## config.mk

```make
export PLATFORM = sky130hd
export DESIGN_NAME = button_report_change_detector_flat
export DESIGN_NICKNAME = d
export VERILOG_FILES = /design/src/rtl/bcd_pkg.sv /design/src/rtl/bcd_if.sv /design/src/rtl/bcd_front.sv /design/src/rtl/bcd_fifo.sv /design/src/rtl/bcd_back.sv /design/src/rtl/button_report_change_detector.sv /design/src/flat_wrapper.sv
export VERILOG_INCLUDE_DIRS = /design/src /design/src/rtl
export SDC_FILE = /design/constraint.sdc
export NUM_CORES = 1
export LEC_CHECK = 0
export ABC_AREA = 1
export BUFFER_PORTS_ARGS = -buffer_cell sky130_fd_sc_hd__buf_2
export CAP_MARGIN = 20
export CORE_MARGIN = 2
export CORE_UTILIZATION = 33
export DETAILED_ROUTE_END_ITERATION = 8
export SYNTH_ARGS = -nofsm -noshare
export SYNTH_HDL_FRONTEND = slang
export SYNTH_SLANG_ARGS = --single-unit
```

## constraint.sdc

```tcl
create_clock -name clk -period 7.6 [get_ports clk]
set_input_delay 0.38 -clock clk [delete_from_list [all_inputs] [get_ports clk]]
set_output_delay 0.38 -clock clk [all_outputs]
set_load 0.05 [all_outputs]
```

## src/rtl/button_report_change_detector_defines.svh

```systemverilog
// ----------------------------------------------------------------------------
// Assertion macros
// Shared concurrent assertion forms for the change detector.
// ----------------------------------------------------------------------------
`ifndef BUTTON_REPORT_CHANGE_DETECTOR_DEFINES_SVH
`define BUTTON_REPORT_CHANGE_DETECTOR_DEFINES_SVH

// Same-cycle implication, disabled during reset.
`define BCD_ASSERT_IMPL(label, clock, rstn, ante, cons, msg) \
	label: assert property (@(posedge clock) disable iff (!(rstn)) (ante) |-> (cons)) \
		else $error(msg);

// Next-cycle implication, disabled during reset.
`define BCD_ASSERT_NEXT(label, clock, rstn, ante, cons, msg) \
	label: assert property (@(posedge clock) disable iff (!(rstn)) (ante) |=> (cons)) \
		else $error(msg);

`endif

```

## src/rtl/bcd_pkg.sv

```systemverilog
// ----------------------------------------------------------------------------
// Change detector package
// Widths, codes and the types passed between the front, queue and back.
// ----------------------------------------------------------------------------
package bcd_pkg;

	localparam int MAX_BITS         = 48;
	localparam int IDX_W            = 6;
	localparam int ENC_W            = 8;
	localparam int BUTTON_BYTES_DEF = 6;
	localparam int UNMAPPED_LO      = 8;
	localparam int UNMAPPED_HI      = 10;
	localparam int QUEUE_DEPTH      = 2;

	localparam logic [ENC_W-1:0] ENC_TOP    = 8'h0f;
	localparam logic [ENC_W-1:0] ENC_BOTTOM = 8'h00;

	localparam logic EV_BUTTON  = 1'b0;
	localparam logic EV_ENCODER = 1'b1;

	typedef struct packed {
		logic [MAX_BITS-1:0] mask;
		logic [MAX_BITS-1:0] lvl;
		logic                shift;
		logic                enc_evt;
		logic                enc_up;
	} job_t;

	typedef struct packed {
		logic full;
		logic empty;
	} q_status_t;

endpackage

```

## src/rtl/bcd_if.sv

```systemverilog
// ----------------------------------------------------------------------------
// Change detector channels
// Valid/ready interfaces for reports in and events out.
// ----------------------------------------------------------------------------
interface bcd_in_if;
	logic                             valid;
	logic                             ready;
	logic [bcd_pkg::MAX_BITS-1:0]     button_bits;
	logic [bcd_pkg::ENC_W-1:0]        encoder_position;

	modport source (output valid, output button_bits, output encoder_position, input ready);
	modport sink (input valid, input button_bits, input encoder_position, output ready);
endinterface

interface bcd_out_if;
	logic                         valid;
	logic                         ready;
	logic                         event_kind;
	logic [bcd_pkg::IDX_W-1:0]    button_index;
	logic                         pressed_now;
	logic                         shift_held;
	logic                         turned_up;
	logic                         last_event;

	modport source (output valid, output event_kind, output button_index, output pressed_now,
		output shift_held, output turned_up, output last_event, input ready);
	modport sink (input valid, input event_kind, input button_index, input pressed_now,
		input shift_held, input turned_up, input last_event, output ready);
endinterface

```

## src/rtl/bcd_front.sv

```systemverilog
// ----------------------------------------------------------------------------
// Change detector front
// Accepts reports, compares them with the known levels and queues a job.
// ----------------------------------------------------------------------------
module bcd_front #(
	parameter int BUTTON_BYTES = bcd_pkg::BUTTON_BYTES_DEF
) (
	input  logic               clk,
	input  logic               arst_n,
	bcd_in_if.sink             report,
	input  bcd_pkg::q_status_t q_status,
	output logic               push,
	output bcd_pkg::job_t      job
);

	localparam int SCAN_BITS = (BUTTON_BYTES * 8 > bcd_pkg::MAX_BITS) ?
		bcd_pkg::MAX_BITS : BUTTON_BYTES * 8;

	logic [SCAN_BITS-1:0]          known_q;
	logic [SCAN_BITS-1:0]          new_lvl;
	logic [SCAN_BITS-1:0]          emit_mask;
	logic [SCAN_BITS-1:0]          keep_mask;
	logic [bcd_pkg::ENC_W-1:0]     enc_q;
	logic [bcd_pkg::ENC_W-1:0]     enc_new;
	logic                          accept;
	logic                          enc_chg;

	always_comb begin
		for (int n = 0; n < SCAN_BITS; n++) begin
			emit_mask[n] = (n != 0) && ((n < bcd_pkg::UNMAPPED_LO) || (n > bcd_pkg::UNMAPPED_HI));
			keep_mask[n] = (n != 0);
		end
	end

	assign report.ready = !q_status.full;
	assign accept       = report.valid && report.ready;
	assign new_lvl      = report.button_bits[SCAN_BITS-1:0];
	assign enc_new      = report.encoder_position;
	assign enc_chg      = enc_new != enc_q;

	always_comb begin
		job.mask    = bcd_pkg::MAX_BITS'((new_lvl ^ known_q) & emit_mask);
		job.lvl     = bcd_pkg::MAX_BITS'(new_lvl);
		job.shift   = report.button_bits[0];
		job.enc_evt = enc_chg;
		job.enc_up  = ((enc_q < enc_new) ||
			(enc_q == bcd_pkg::ENC_TOP && enc_new == bcd_pkg::ENC_BOTTOM)) &&
			!(enc_q == bcd_pkg::ENC_BOTTOM && enc_new == bcd_pkg::ENC_TOP);
	end

	assign push = accept && ((|job.mask) || enc_chg);

	always_ff @(posedge clk or negedge arst_n) begin
		if (!arst_n) begin
			known_q <= '0;
			enc_q   <= '0;
		end else if (accept) begin
			known_q <= new_lvl & keep_mask;
			enc_q   <= enc_new;
		end
	end

endmodule

```

## src/rtl/bcd_fifo.sv

```systemverilog
// ----------------------------------------------------------------------------
// Change detector job queue
// Short register queue between the front and the back.
// ----------------------------------------------------------------------------
module bcd_fifo (
	input  logic               clk,
	input  logic               arst_n,
	input  logic               push,
	input  bcd_pkg::job_t      wr_job,
	input  logic               pop,
	output bcd_pkg::job_t      rd_job,
	output bcd_pkg::q_status_t q_status
);

	localparam int PTR_W = $clog2(bcd_pkg::QUEUE_DEPTH);
	localparam int CNT_W = $clog2(bcd_pkg::QUEUE_DEPTH + 1);

	bcd_pkg::job_t    slot_q [bcd_pkg::QUEUE_DEPTH];
	logic [PTR_W-1:0] wr_ptr_q;
	logic [PTR_W-1:0] rd_ptr_q;
	logic [CNT_W-1:0] count_q;

	assign rd_job         = slot_q[rd_ptr_q];
	assign q_status.full  = count_q == CNT_W'(bcd_pkg::QUEUE_DEPTH);
	assign q_status.empty = count_q == '0;

	always_ff @(posedge clk) begin
		if (push) begin
			slot_q[wr_ptr_q] <= wr_job;
		end
	end

	always_ff @(posedge clk or negedge arst_n) begin
		if (!arst_n) begin
			wr_ptr_q <= '0;
			rd_ptr_q <= '0;
			count_q  <= '0;
		end else begin
			if (push) begin
				wr_ptr_q <= (wr_ptr_q == PTR_W'(bcd_pkg::QUEUE_DEPTH - 1)) ? '0 : wr_ptr_q + 1'b1;
			end
			if (pop) begin
				rd_ptr_q <= (rd_ptr_q == PTR_W'(bcd_pkg::QUEUE_DEPTH - 1)) ? '0 : rd_ptr_q + 1'b1;
			end
			if (push && !pop) begin
				count_q <= count_q + 1'b1;
			end else if (pop && !push) begin
				count_q <= count_q - 1'b1;
			end
		end
	end

endmodule

```

## src/rtl/bcd_back.sv

```systemverilog
// ----------------------------------------------------------------------------
// Change detector back
// Walks a queued job bit by bit and emits its events through an output register.
// ----------------------------------------------------------------------------
module bcd_back (
	input  logic               clk,
	input  logic               arst_n,
	input  bcd_pkg::job_t      rd_job,
	input  bcd_pkg::q_status_t q_status,
	output logic               pop,
	bcd_out_if.source          events
);

	typedef enum logic [1:0] {
		ST_IDLE = 2'b01,
		ST_SCAN = 2'b10
	} state_t;

	state_t                       state_q;
	logic [bcd_pkg::MAX_BITS-1:0] mask_q;
	logic [bcd_pkg::MAX_BITS-1:0] lvl_q;
	logic [bcd_pkg::IDX_W-1:0]    idx_q;
	logic                         shift_q;
	logic                         enc_evt_q;
	logic                         enc_up_q;
	logic                         out_valid_q;
	logic                         kind_q;
	logic [bcd_pkg::IDX_W-1:0]    index_q;
	logic                         pressed_q;
	logic                         shift_out_q;
	logic                         up_q;
	logic                         last_q;
	logic                         advance;
	logic                         scanning;
	logic                         done;
	logic                         emit;
	logic                         emit_btn;

	assign advance  = !out_valid_q || events.ready;
	assign scanning = (state_q == ST_SCAN) && advance;
	assign done     = mask_q == '0;
	assign emit_btn = scanning && !done && mask_q[0];
	assign emit     = emit_btn || (scanning && done && enc_evt_q);
	assign pop      = (state_q == ST_IDLE) && !q_status.empty;

	always_ff @(posedge clk or negedge arst_n) begin
		if (!arst_n) begin
			state_q     <= ST_IDLE;
			out_valid_q <= 1'b0;
		end else begin
			if (advance) begin
				out_valid_q <= emit;
			end
			case (state_q)
				ST_IDLE: begin
					if (pop) begin
						state_q <= ST_SCAN;
					end
				end
				ST_SCAN: begin
					if (scanning && done) begin
						state_q <= ST_IDLE;
					end
				end
				default: state_q <= ST_IDLE;
			endcase
		end
	end

	always_ff @(posedge clk) begin
		if (pop) begin
			mask_q    <= rd_job.mask;
			lvl_q     <= rd_job.lvl;
			idx_q     <= '0;
			shift_q   <= rd_job.shift;
			enc_evt_q <= rd_job.enc_evt;
			enc_up_q  <= rd_job.enc_up;
		end else if (scanning && !done) begin
			mask_q <= mask_q >> 1;
			lvl_q  <= lvl_q >> 1;
			idx_q  <= idx_q + 1'b1;
		end
		if (emit) begin
			shift_out_q <= shift_q;
			if (emit_btn) begin
				kind_q    <= bcd_pkg::EV_BUTTON;
				index_q   <= idx_q;
				pressed_q <= lvl_q[0];
				up_q      <= 1'b0;
				last_q    <= (mask_q[bcd_pkg::MAX_BITS-1:1] == '0) && !enc_evt_q;
			end else begin
				kind_q    <= bcd_pkg::EV_ENCODER;
				index_q   <= '0;
				pressed_q <= 1'b0;
				up_q      <= enc_up_q;
				last_q    <= 1'b1;
			end
		end
	end

	assign events.valid        = out_valid_q;
	assign events.event_kind   = kind_q;
	assign events.button_index = index_q;
	assign events.pressed_now  = pressed_q;
	assign events.shift_held   = shift_out_q;
	assign events.turned_up    = up_q;
	assign events.last_event   = last_q;

endmodule

```

## src/rtl/button_report_change_detector.sv

```systemverilog
// ----------------------------------------------------------------------------
// Button report change detector
// Turns controller reports into button change and encoder move transactions.
// ----------------------------------------------------------------------------
// The report channel takes one transaction per controller report: the button
// bitmap and the encoder position byte. The event channel gives one
// transaction per changed mapped button, in ascending bit order, then one
// for an encoder move; last_event marks the final one of each report.
// A report that changes nothing gives no transaction at all.
// The front compares each report with the known levels in its accept cycle
// and places a job in a two-entry queue, so reports are taken while the
// back is still emitting. The back walks one bit of the job per cycle
// while its output register is not stalled. When the receiver stalls,
// the output register holds its transaction, the walk pauses, and once
// the queue is full the report channel drops ready. Reset clears the
// known levels to all released, the known encoder value to zero, and
// empties the queue; no clearing pass.
// ----------------------------------------------------------------------------
`include "button_report_change_detector_defines.svh"

module button_report_change_detector #(
	parameter int BUTTON_BYTES = bcd_pkg::BUTTON_BYTES_DEF
) (
	input  logic      clk,
	input  logic      arst_n,
	bcd_in_if.sink    report,
	bcd_out_if.source events
);

	bcd_pkg::job_t      wr_job;
	bcd_pkg::job_t      rd_job;
	bcd_pkg::q_status_t q_status;
	logic               push;
	logic               pop;
	logic               btn_event;
	logic               idx_mapped;

	bcd_front #(
		.BUTTON_BYTES(BUTTON_BYTES)
	) u_front (
		.clk     (clk),
		.arst_n  (arst_n),
		.report  (report),
		.q_status(q_status),
		.push    (push),
		.job     (wr_job)
	);

	bcd_fifo u_fifo (
		.clk     (clk),
		.arst_n  (arst_n),
		.push    (push),
		.wr_job  (wr_job),
		.pop     (pop),
		.rd_job  (rd_job),
		.q_status(q_status)
	);

	bcd_back u_back (
		.clk     (clk),
		.arst_n  (arst_n),
		.rd_job  (rd_job),
		.q_status(q_status),
		.pop     (pop),
		.events  (events)
	);

	assign btn_event  = events.valid && (events.event_kind == bcd_pkg::EV_BUTTON);
	assign idx_mapped = (events.button_index != '0) &&
		((events.button_index < bcd_pkg::IDX_W'(bcd_pkg::UNMAPPED_LO)) ||
		(events.button_index > bcd_pkg::IDX_W'(bcd_pkg::UNMAPPED_HI)));

	`BCD_ASSERT_IMPL(a_no_push_full, clk, arst_n, push, !q_status.full, "push into full queue")
	`BCD_ASSERT_IMPL(a_no_pop_empty, clk, arst_n, pop, !q_status.empty, "pop from empty queue")
	`BCD_ASSERT_IMPL(a_mapped_index, clk, arst_n, btn_event, idx_mapped, "event on unmapped bit")

endmodule

```

## src/flat_wrapper.sv

```systemverilog
// flat-port wrapper written by rule: the top's interface ports become plain ports
module button_report_change_detector_flat 
#(
	parameter int BUTTON_BYTES = bcd_pkg::BUTTON_BYTES_DEF
)
  (clk, arst_n, report_valid, report_button_bits, report_encoder_position, report_ready, events_valid, events_event_kind, events_button_index, events_pressed_now, events_shift_held, events_turned_up, events_last_event, events_ready);
  bcd_in_if report_i ();
  bcd_out_if events_i ();
  input  logic clk;
  input  logic arst_n;
  input wire logic [$bits(report_i.valid)-1:0] report_valid;
  input wire logic [$bits(report_i.button_bits)-1:0] report_button_bits;
  input wire logic [$bits(report_i.encoder_position)-1:0] report_encoder_position;
  output wire logic [$bits(report_i.ready)-1:0] report_ready;
  output wire logic [$bits(events_i.valid)-1:0] events_valid;
  output wire logic [$bits(events_i.event_kind)-1:0] events_event_kind;
  output wire logic [$bits(events_i.button_index)-1:0] events_button_index;
  output wire logic [$bits(events_i.pressed_now)-1:0] events_pressed_now;
  output wire logic [$bits(events_i.shift_held)-1:0] events_shift_held;
  output wire logic [$bits(events_i.turned_up)-1:0] events_turned_up;
  output wire logic [$bits(events_i.last_event)-1:0] events_last_event;
  input wire logic [$bits(events_i.ready)-1:0] events_ready;
  assign report_i.valid = report_valid;
  assign report_i.button_bits = report_button_bits;
  assign report_i.encoder_position = report_encoder_position;
  assign report_ready = report_i.ready;
  assign events_valid = events_i.valid;
  assign events_event_kind = events_i.event_kind;
  assign events_button_index = events_i.button_index;
  assign events_pressed_now = events_i.pressed_now;
  assign events_shift_held = events_i.shift_held;
  assign events_turned_up = events_i.turned_up;
  assign events_last_event = events_i.last_event;
  assign events_i.ready = events_ready;
  button_report_change_detector #(.BUTTON_BYTES(BUTTON_BYTES)) u_core (.clk(clk), .arst_n(arst_n), .report(report_i), .events(events_i));
endmodule
```

### After elaboration in Yosys (flattened, before gate mapping)

Memories as Yosys holds them, arrays and structs flattened.
Cells that the tools add are included.

| cells by class | value |
|---|---|
| mux-type cells | 14 |
| equal/unequal tests | 8 |
| reduce and logical (&&, ||, !) cells | 35 |
| $lt $le $gt $ge | 1 |
| bitwise gates (word level) | 1 |
| $add $sub $neg | 5 |

Operator list:

| kind | count |
|---|---|
| 2-to-1 mux 48 bit | 4 |
| zero test 48 bit | 1 |
| XOR 48 bit | 1 |
| zero test 47 bit | 1 |
| OR reduction 44 bit | 1 |
| equality test 8 x 4 -> 1 bit (second input constant) | 2 |
| zero test 8 bit | 2 |
| logical AND 1 bit | 14 |
| zero test 1 bit | 8 |
| less-than comparator 8 bit | 1 |
| 2-to-1 mux 2 bit | 4 |
| != test 8 bit | 1 |
| adder 6 x 1 -> 6 bit (second input constant) | 1 |
| 2-to-1 mux 1 bit | 5 |
| equality test 2 bit (second input constant) | 2 |
| logical OR 1 bit | 4 |
| != test 2 x 1 -> 1 bit (second input constant) | 2 |
| case mux 2 bit (2 select lines) | 1 |
| nonzero test 2 bit | 2 |
| adder 1 bit (second input constant) | 2 |
| adder 2 x 1 -> 2 bit (second input constant) | 1 |
| equality test 2 x 1 -> 1 bit (second input constant) | 1 |
| zero test 2 bit | 1 |
| AND reduction 2 bit | 1 |
| subtractor 2 x 1 -> 2 bit (second input constant) | 1 |

| word-level totals | value |
|---|---|
| memories kept | 1 |
| bits in writable memories | 190 |
| output and inout port bits | 13 |
| input bits | 60 |
| register bits | 178 |

Memory list:

| name | depth | bits a word | read ports | clocked after memory_dff | write ports | RTL line | source |
|---|---|---|---|---|---|---|---|
| u_core.u_fifo.slot_q | 2 | 95 | 1 | 0 | 1 | bcd_fifo.sv:18 | `bcd_pkg::job_t slot_q [bcd_pkg::QUEUE_DEPTH];` |

### Longest topological paths before layout

Gate-level depths: netlist of run 1.

| logic depth | value |
|---|---|
| depth in word-level cells | 8 |
| depth in mapped cells | 14 |

### Modules after synthesis

From an unflattened synthesis of run 1, not the netlist that was laid out.

| second synthesis, totals | value |
|---|---|
| cells, all modules | 1424 |
| area total of the unflattened synthesis | 16677.2 µm² |

By module, submodules not included:

| module | area an instance (µm²) | seq. area each (µm²) | cells each | times used |
|---|---|---|---|---|
| bcd_fifo | 7850.0 | 6045.8 | 333 | 1 |
| bcd_back | 5192.5 | 3499.6 | 537 | 1 |
| bcd_front | 3634.7 | 1301.2 | 554 | 1 |

### Worst setup path after synthesis of run 1

Ideal clock, no wire load.

| path | value |
|---|---|
| path type | flip-flop to flip-flop |
| from | register u_core.u_fifo.count_q[0] |
| to | memory u_core.u_fifo.slot_q[1][0] in the netlist's numbering, enable pin |
| setup slack | 1892 ps |
| path buffers | 0 |
| stages on the path, launching flop included | 7 |
| data required time | 7053 ps |
| arrival | 5161 ps |
| cells stage by stage | dfrtp_1 inv_1 nand2_1 nand2_2 clkinv_1 nand2_1 nor2_1 |

| on the way | value |
|---|---|
| word-level cells in the longest chain between the ends | 6 |

Ends and longest elaborated chain:

| what | RTL line | source |
|---|---|---|
| from (decl) | bcd_fifo.sv:21 | `logic [CNT_W-1:0] count_q;` |
| from (signal assigned) | bcd_fifo.sv:46 | `count_q <= count_q + 1'b1;` |
| from (signal assigned) | bcd_fifo.sv:48 | `count_q <= count_q - 1'b1;` |
| equality test 2 bit | bcd_fifo.sv:24 | `assign q_status.full = count_q == CNT_W'(bcd_pkg::QUEUE_DEPTH);` |
| zero test 1 bit | bcd_front.sv:35 | `assign report.ready = !q_status.full;` |
| net report_ready | flat_wrapper.sv:14 | `output wire logic [$bits(report_i.ready)-1:0] report_ready;` |
| logical AND 1 bit | bcd_front.sv:36 | `assign accept = report.valid && report.ready;` |
| logical AND 1 bit | bcd_front.sv:51 | `assign push = accept && ((\|job.mask) \|\| enc_chg);` |
| 2-to-1 mux 1 bit | bcd_fifo.sv:28 | `if (push) begin` |
| 2-to-1 mux 1 bit (implied by the code) | bcd_fifo.sv:29 | `slot_q[wr_ptr_q] <= wr_job;` |
| to (decl) | bcd_fifo.sv:18 |  |

The timed path passes the listed nets, and every way through them passes these cells.

### Worst setup path in the final report of run 1

| path | value |
|---|---|
| from | register u_core.u_fifo.count_q[0] |
| to | memory u_core.u_fifo.slot_q[1][72] in the netlist's numbering, enable pin |

| on the way | value |
|---|---|
| word-level cells in the longest chain between the ends | 6 |

Ends and longest elaborated chain:

| what | RTL line |
|---|---|
| equality test 2 bit | bcd_fifo.sv:24 |
| zero test 1 bit | bcd_front.sv:35 |
| logical AND 1 bit | bcd_front.sv:36 |
| logical AND 1 bit | bcd_front.sv:51 |
| 2-to-1 mux 1 bit | bcd_fifo.sv:28 |
| 2-to-1 mux 1 bit (implied by the code) | bcd_fifo.sv:29 |

No other way between the ends.

==> results of run 1 <==
-- flip-flops by register name, summed over array words and instances, names as in the netlist, 2 cells and up --
signal and flops:
u_core.u_back.lvl_q 48, u_core.u_back.events.button_index 6, u_core.u_front.known_q 44, u_core.u_fifo.count_q 2
u_core.u_fifo.slot_q 188, u_core.u_front.enc_q 8, u_core.u_back.state_q 2, u_core.u_back.idx_q 6
u_core.u_back.mask_q 48
-- how the worst min path moves through the flow --
| stage | start | end | slack [ps] | cells past startpoint |
|---|---|---|---|---|
| floorplan | arst_n | u_core.u_back.events.valid | 80 | 0 |
| global placement | u_core.u_back.shift_q | u_core.u_back.events.shift_held | 410 | 0 |
| detailed placement | u_core.u_back.shift_q | u_core.u_back.events.shift_held | 410 | 0 |
| CTS | report_button_bits[0] | u_core.u_fifo.slot_q[0][3] | 20 | 1 |
| global route | report_button_bits[0] | u_core.u_fifo.slot_q[1][3] | 30 | 1 |
| finish | report_button_bits[0] | u_core.u_fifo.slot_q[1][3] | 40 | 1 |
-- metrics by stage --
step	power [uW]	util (%)
floorplan	4520	-
global placement	4860	35.6
detailed placement	4930	35.6
CTS	6710	38.3
global route	7060	38.3
finish	6630	38.3
-- power by group through the flow --
stage               clock [uW]  sequential [uW]  combinational [uW]
floorplan                    0             3550                 972
global placement             0             3440                1410
detailed placement           0             3470                1470
CTS                       1810             3430                1470
global route              1880             3510                1660
finish                    1770             3430                1440
-- synthesized netlist by cell type (all sizes together) --
library cell  instances
nand4                 5
o21a                  1
o21bai                2
dfstp                 1
a21oi                13
xnor2                 9
nor4                  3
clkbuf               23
edfxtp              298
ha                   10
a32oi                 1
clkinv                2
nor3                  4
nand3                15
nor2                151
or2                   1
inv                 149
dfxtp                 6
nand2               429
dfrtp                58
buf                  30
a31oi                90
nand3b                1
o21ai                49
xor2                  4
-- per-layer routing --
metal	vias up	track usage, %	routed length (um)	part of all wire [%]
li1	4643	-	-	-
met1	4412	16.8	13400	46
met2	159	21.4	13700	47
met3	48	2.51	1430	4.9
met4	2	3.72	595	2.0
met5	-	0	7	0.024
-- kinds of logic after synthesis --
logic type                 Yosys count  synth area share [%]
AOI/OAI and AO/OA                  156                  6.09
and+or+nand+nor                    609                  16.0
DFF                                363                  70.7
adders and majority gates           10                 0.839
buffers and inverters              204                  5.57
xor gates and xnor gates            13                 0.764
-- cell type report --
class | count | area (um^2)
clock buffers | 46 | 1010
repair buffers | 81 | 448
inverters | 151 | 574
fillers | 4240 | 27400
clock inverters | 22 | 159
well taps | 592 | 741
flip-flops and latches | 363 | 10500
multi-input cells | 788 | 3550
-- worst reg2reg max path: stages, from the launching register on --
cell,delay (ps)
dfrtp_1,410
inv_1,80
nand2_1,90
nand2_2,50
buf_4,390
clkinv_1,350
nand2_1,170
nor2_4,560
buf_4,920
==> results.cfg, run 1 <==
[floorplan]
dieHeight_um = 217
initial_core_util_pct = 33.6
dieArea_mm2 = 0.0469
die_x_um = 217
core_area_mm2 = 0.0444
rows = 77
io_pins = 73

[setup_path]
worst_r2r_startpoint = u_core.u_fifo.count_q[0]
crit_family = buffers and inverters
slowest_stage = buf_4
critPathBufInv = 4
rrSetupSlack_ps = 4130
crit_path_end = u_core.u_fifo.slot_q[1][72]
ff2ff_path_depth = 8
worstPathArrival_ps = 3600
path_cells = inv_1 -> nand2_1 -> nand2_2 -> buf_4 -> clkinv_1 -> nand2_1 -> nor2_4 -> buf_4
crit_required_ps = 7730
crit_fanout = 98
startpoint = u_core.u_fifo.count_q[0]
timing.rr.end = u_core.u_fifo.slot_q[1][72]
critPathKind = reg -> reg
setup.worst_path.end_class = flop
critical-path-max-stage-delay_ps = 910
critPathLaunchType = flop
cp.depth = 8

[clock_tree]
clk_latency_ps = 540
path_clk_slew_ps = 60
cts_root_buf = clkbuf_16
cts_setup_buffers = 0
cts_buffers = 38
cts_resized = 0
clockBufferDepth = 3
h-tree-depth = 2
clock-sinks = 363
hold_buffers = 0
cts_tree = done

[drt]
wl_mm = 29.2
via_count = 9264
wire_per_inst_um = 14.3
first_pass_iters = 5
drt_iter0_drc = 600
via_per_inst = 4.53
remaining_drc_errors = 0
antenna_left = 0

[timing]
min_period_over_period_pct = 45.7
hold_viol_final = 0
worst_clock_skew_ps = 27.8
finalSetupViolations = 0
holdWs_ps = 44.4
drv_slew = 0
timing.setup.tns_ps = 0
slew_headroom_pct = 30.3
tightest_slew_ps = 1050
layout_min_cycle_time_ps = 3470
fmax_mhz = 288
fin_ws_ps = 4130
rsz0062_at_grt = false

[logic_synthesis]
synth_area_per_cell_um2 = 11.0
synth_top_area_share_pct = 60.0
yosysUniqueCellTypes = 36
ys_ff_latch = 363
ys_seq_area_share_pct = 70.7
synth.area.top_cells = edfxtp_1 60%, nand2_1 11%, dfrtp_1 9.7%
netlist_area_mm2 = 0.0149
syn_nets = 1425
synth_largest_area_cell = edfxtp_1
yosysWarnings = 0
netlist_instances = 1355

[place]
gp_congestion = 0.723
hpwlAfterDp_mm = 17.6
placed_area_mm2 = 0.0158
io_buffer_count = 72
dp_cells = 1974
pre_cts_slack_ps = 4090

[power]
leakage_uw = 0.00688
ir_drop_v = 0.000198
comb_power_share_pct = 21.7
pwr-share-clk_pct = 26.6
p_int_uw = 4590
switching_share_pct = 30.9
p_sw_uw = 2050
power_density_mw_per_mm2 = 390
seqPwrFrac_pct = 51.7

[global_route]
grt_pass1_wl_mm = 48.1
overflow = 0
grt_pass1_vias = 9294
grt_max_degree = 105
track_usage_pct = 12.8
antenna_found_initial = 1

[finish]
final_common_cell = nand2_1
syn_to_final_growth_pct = 14.2
nets = 1493
final_cells = 2043
final_cell_mix = 425 x nand2_1, 298 x edfxtp_1, 147 x nor2_1, 146 x inv_1, 90 x a31oi_1
num_antenna_cells = 0
final_area_mm2 = 0.0170
drive_above_1_share_pct = 10.3

[run_status]
status = finished, final reports clean

[hold_path]
hp-class = in -> reg

[run]
drv_cap = 0
Note: power is estimated with default switching activity, not from simulation.
==> run 2, diff against run 1 <==
clock period = 2.9 ns   (was 7.6 ns; I/O delays follow)
==> results.cfg, run 2 (same netlist as run 1, synthesis figures left out) <==
[run_status]
status = finished, final reports clean

[timing]
worst_clock_skew_ps = 21.1
drv_slew = 0
finalSetupViolations = 0
slew_headroom_pct = 38.4
hold_viol_final = 0
rsz0062_at_grt = false
min_period_over_period_pct = 90.1
fmax_mhz = 383
fin_ws_ps = 287
tightest_slew_ps = 923
layout_min_cycle_time_ps = 2610

[setup_path]
crit_fanout = 4
critPathLaunchType = flop
critPathKind = reg -> reg
crit_required_ps = 3310
worstPathArrival_ps = 3030
setup.worst_path.end_class = flop

[global_route]
grt_pass1_vias = 9555
grt_max_degree = 98
antenna_found_initial = 0
overflow = 0
track_usage_pct = 13.3
grt_pass1_wl_mm = 49.8

[power]
p_int_uw = 12400
p_sw_uw = 5450
ir_drop_v = 0.000501
pwr-share-clk_pct = 27.4
seqPwrFrac_pct = 50.2
switching_share_pct = 30.5
power_uw = 17900
comb_power_share_pct = 22.3
leakage_uw = 0.00722
power_density_mw_per_mm2 = 1000

[drt]
antenna_left = 0
remaining_drc_errors = 0
wl_mm = 30.5
wire_per_inst_um = 14.5
first_pass_iters = 5
via_per_inst = 4.52
via_count = 9530
drt_iter0_drc = 734

[floorplan]
initial_core_util_pct = 33.6
io_pins = 73
dieArea_mm2 = 0.0469
core_area_mm2 = 0.0444
die_x_um = 217
dieHeight_um = 217
rows = 77

[clock_tree]
path_clk_slew_ps = 60
clk_latency_ps = 550
cts_root_buf = clkbuf_16
cts_tree = done
clock-sinks = 363
h-tree-depth = 2
cts_buffers = 39
cts_resized = 0
clockBufferDepth = 3

[finish]
final_common_cell = nand2_1
reg_top3 = u_core.u_fifo.slot_q: 188 flops, u_core.u_back.lvl_q: 48 flops, u_core.u_back.mask_q: 48 flops
nets = 1559
drive_above_1_share_pct = 10.5
regMostFlops = u_core.u_fifo.slot_q
largest_register_ffs = 188
final_cell_mix = 424 x nand2_1, 298 x edfxtp_1, 147 x nor2_1, 146 x inv_1, 90 x a31oi_1
syn_to_final_growth_pct = 19.9
num_antenna_cells = 0

[place]
io_buffer_count = 72
hpwlAfterDp_mm = 18.5
gp_congestion = 0.789
pre_cts_slack_ps = 341

[hold_path]
hp-class = in -> reg

[run]
drv_cap = 0
==> run 2: cell types whose count changed in the layout (fill, tap and decap cells not counted), moves of 2 or more <==
| cell | before | now |
|---|---|---|
| buf_12 | 0 | 8 |
| clkinv_4 | 2 | 0 |
| clkbuf_8 | 1 | 7 |
| clkinv_2 | 7 | 3 |
| clkbuf_16 | 39 | 41 |
| clkbuf_1 | 6 | 15 |
| dlygate4sd3_1 | 0 | 58 |
| clkinv_1 | 12 | 4 |
==> run 2: worst max-delay path: stages (launching register included) <==
cell	delay, ps
dfrtp_1	410
ha_1	330
nand4_1	110
nor2_1	240
nand3_1	110
nor2_1	230
nand3_1	150
nand2_1	160
inv_1	70
ha_1	300
a21oi_1	120
o21ai_0	110
xnor2_1	140
==> run 2: metrics by stage <==
step                      instance area (um^2)  hold WS, ps  TNS, ps  instances  util (%)
final                                    17900          171        0       2110      40.2
after floorplan                          14900         -151   -19940       1355         -
after detailed placement                 16000          294        0       1981      36.0
after CTS                                17800          141        0       2109      40.2
after global placement                   16000          284        0       1981      36.0
after global routing                     17900          189        0       2110      40.2
==> run 2: layer usage <==
layer  routed length [um]  GRT usage, %  vias to the layer above
met5                    0             0                        -
li1                     -             -                     4771
met1                13900          16.9                     4551
met3                 1350          2.65                       37
met4                  548          4.06                        0
met2                14700          22.8                      171
==> run 2: final cells by class <==
cell class                 instances  area [um^2]
tap                              592          741
inverter                         151          576
timing repair buffer             146         1180
fill                            4197        26500
sequential                       363        10500
multi-input combinational        788         3570
clock buffer                      63         1180
clock inverter                     7         82.6
==> run 2: final timing paths <==
kind	start	to	slack, ps	depth (start not counted)
min in group asynchronous	arst_n	u_core.u_front.enc_q[5]	240	2
worst min-delay path	report_valid	u_core.u_front.known_q[43]	170	5
worst min register to register	u_core.u_back.shift_q	u_core.u_back.events.shift_held	420	0
worst max register to register	u_core.u_front.enc_q[3]	u_core.u_fifo.count_q[1]	290	12
max in group asynchronous	arst_n	u_core.u_front.known_q[19]	1960	3
worst max-delay path	u_core.u_front.enc_q[3]	u_core.u_fifo.count_q[1]	290	12
==> run 2: timing repair <==
action	CTS	global route
endpoints found under the hold margin	189	0
hold buffers	58	0
setup buffers	0	0
==> run 2: power by group through the flow <==
stage	sequential [uW]	clock [uW]	combinational, uW
after floorplan	9210	0	2570
after global placement	9020	0	3860
after detailed placement	9090	0	3980
after CTS	9000	5040	4070
after global routing	9190	5240	4550
final	8990	4910	3990
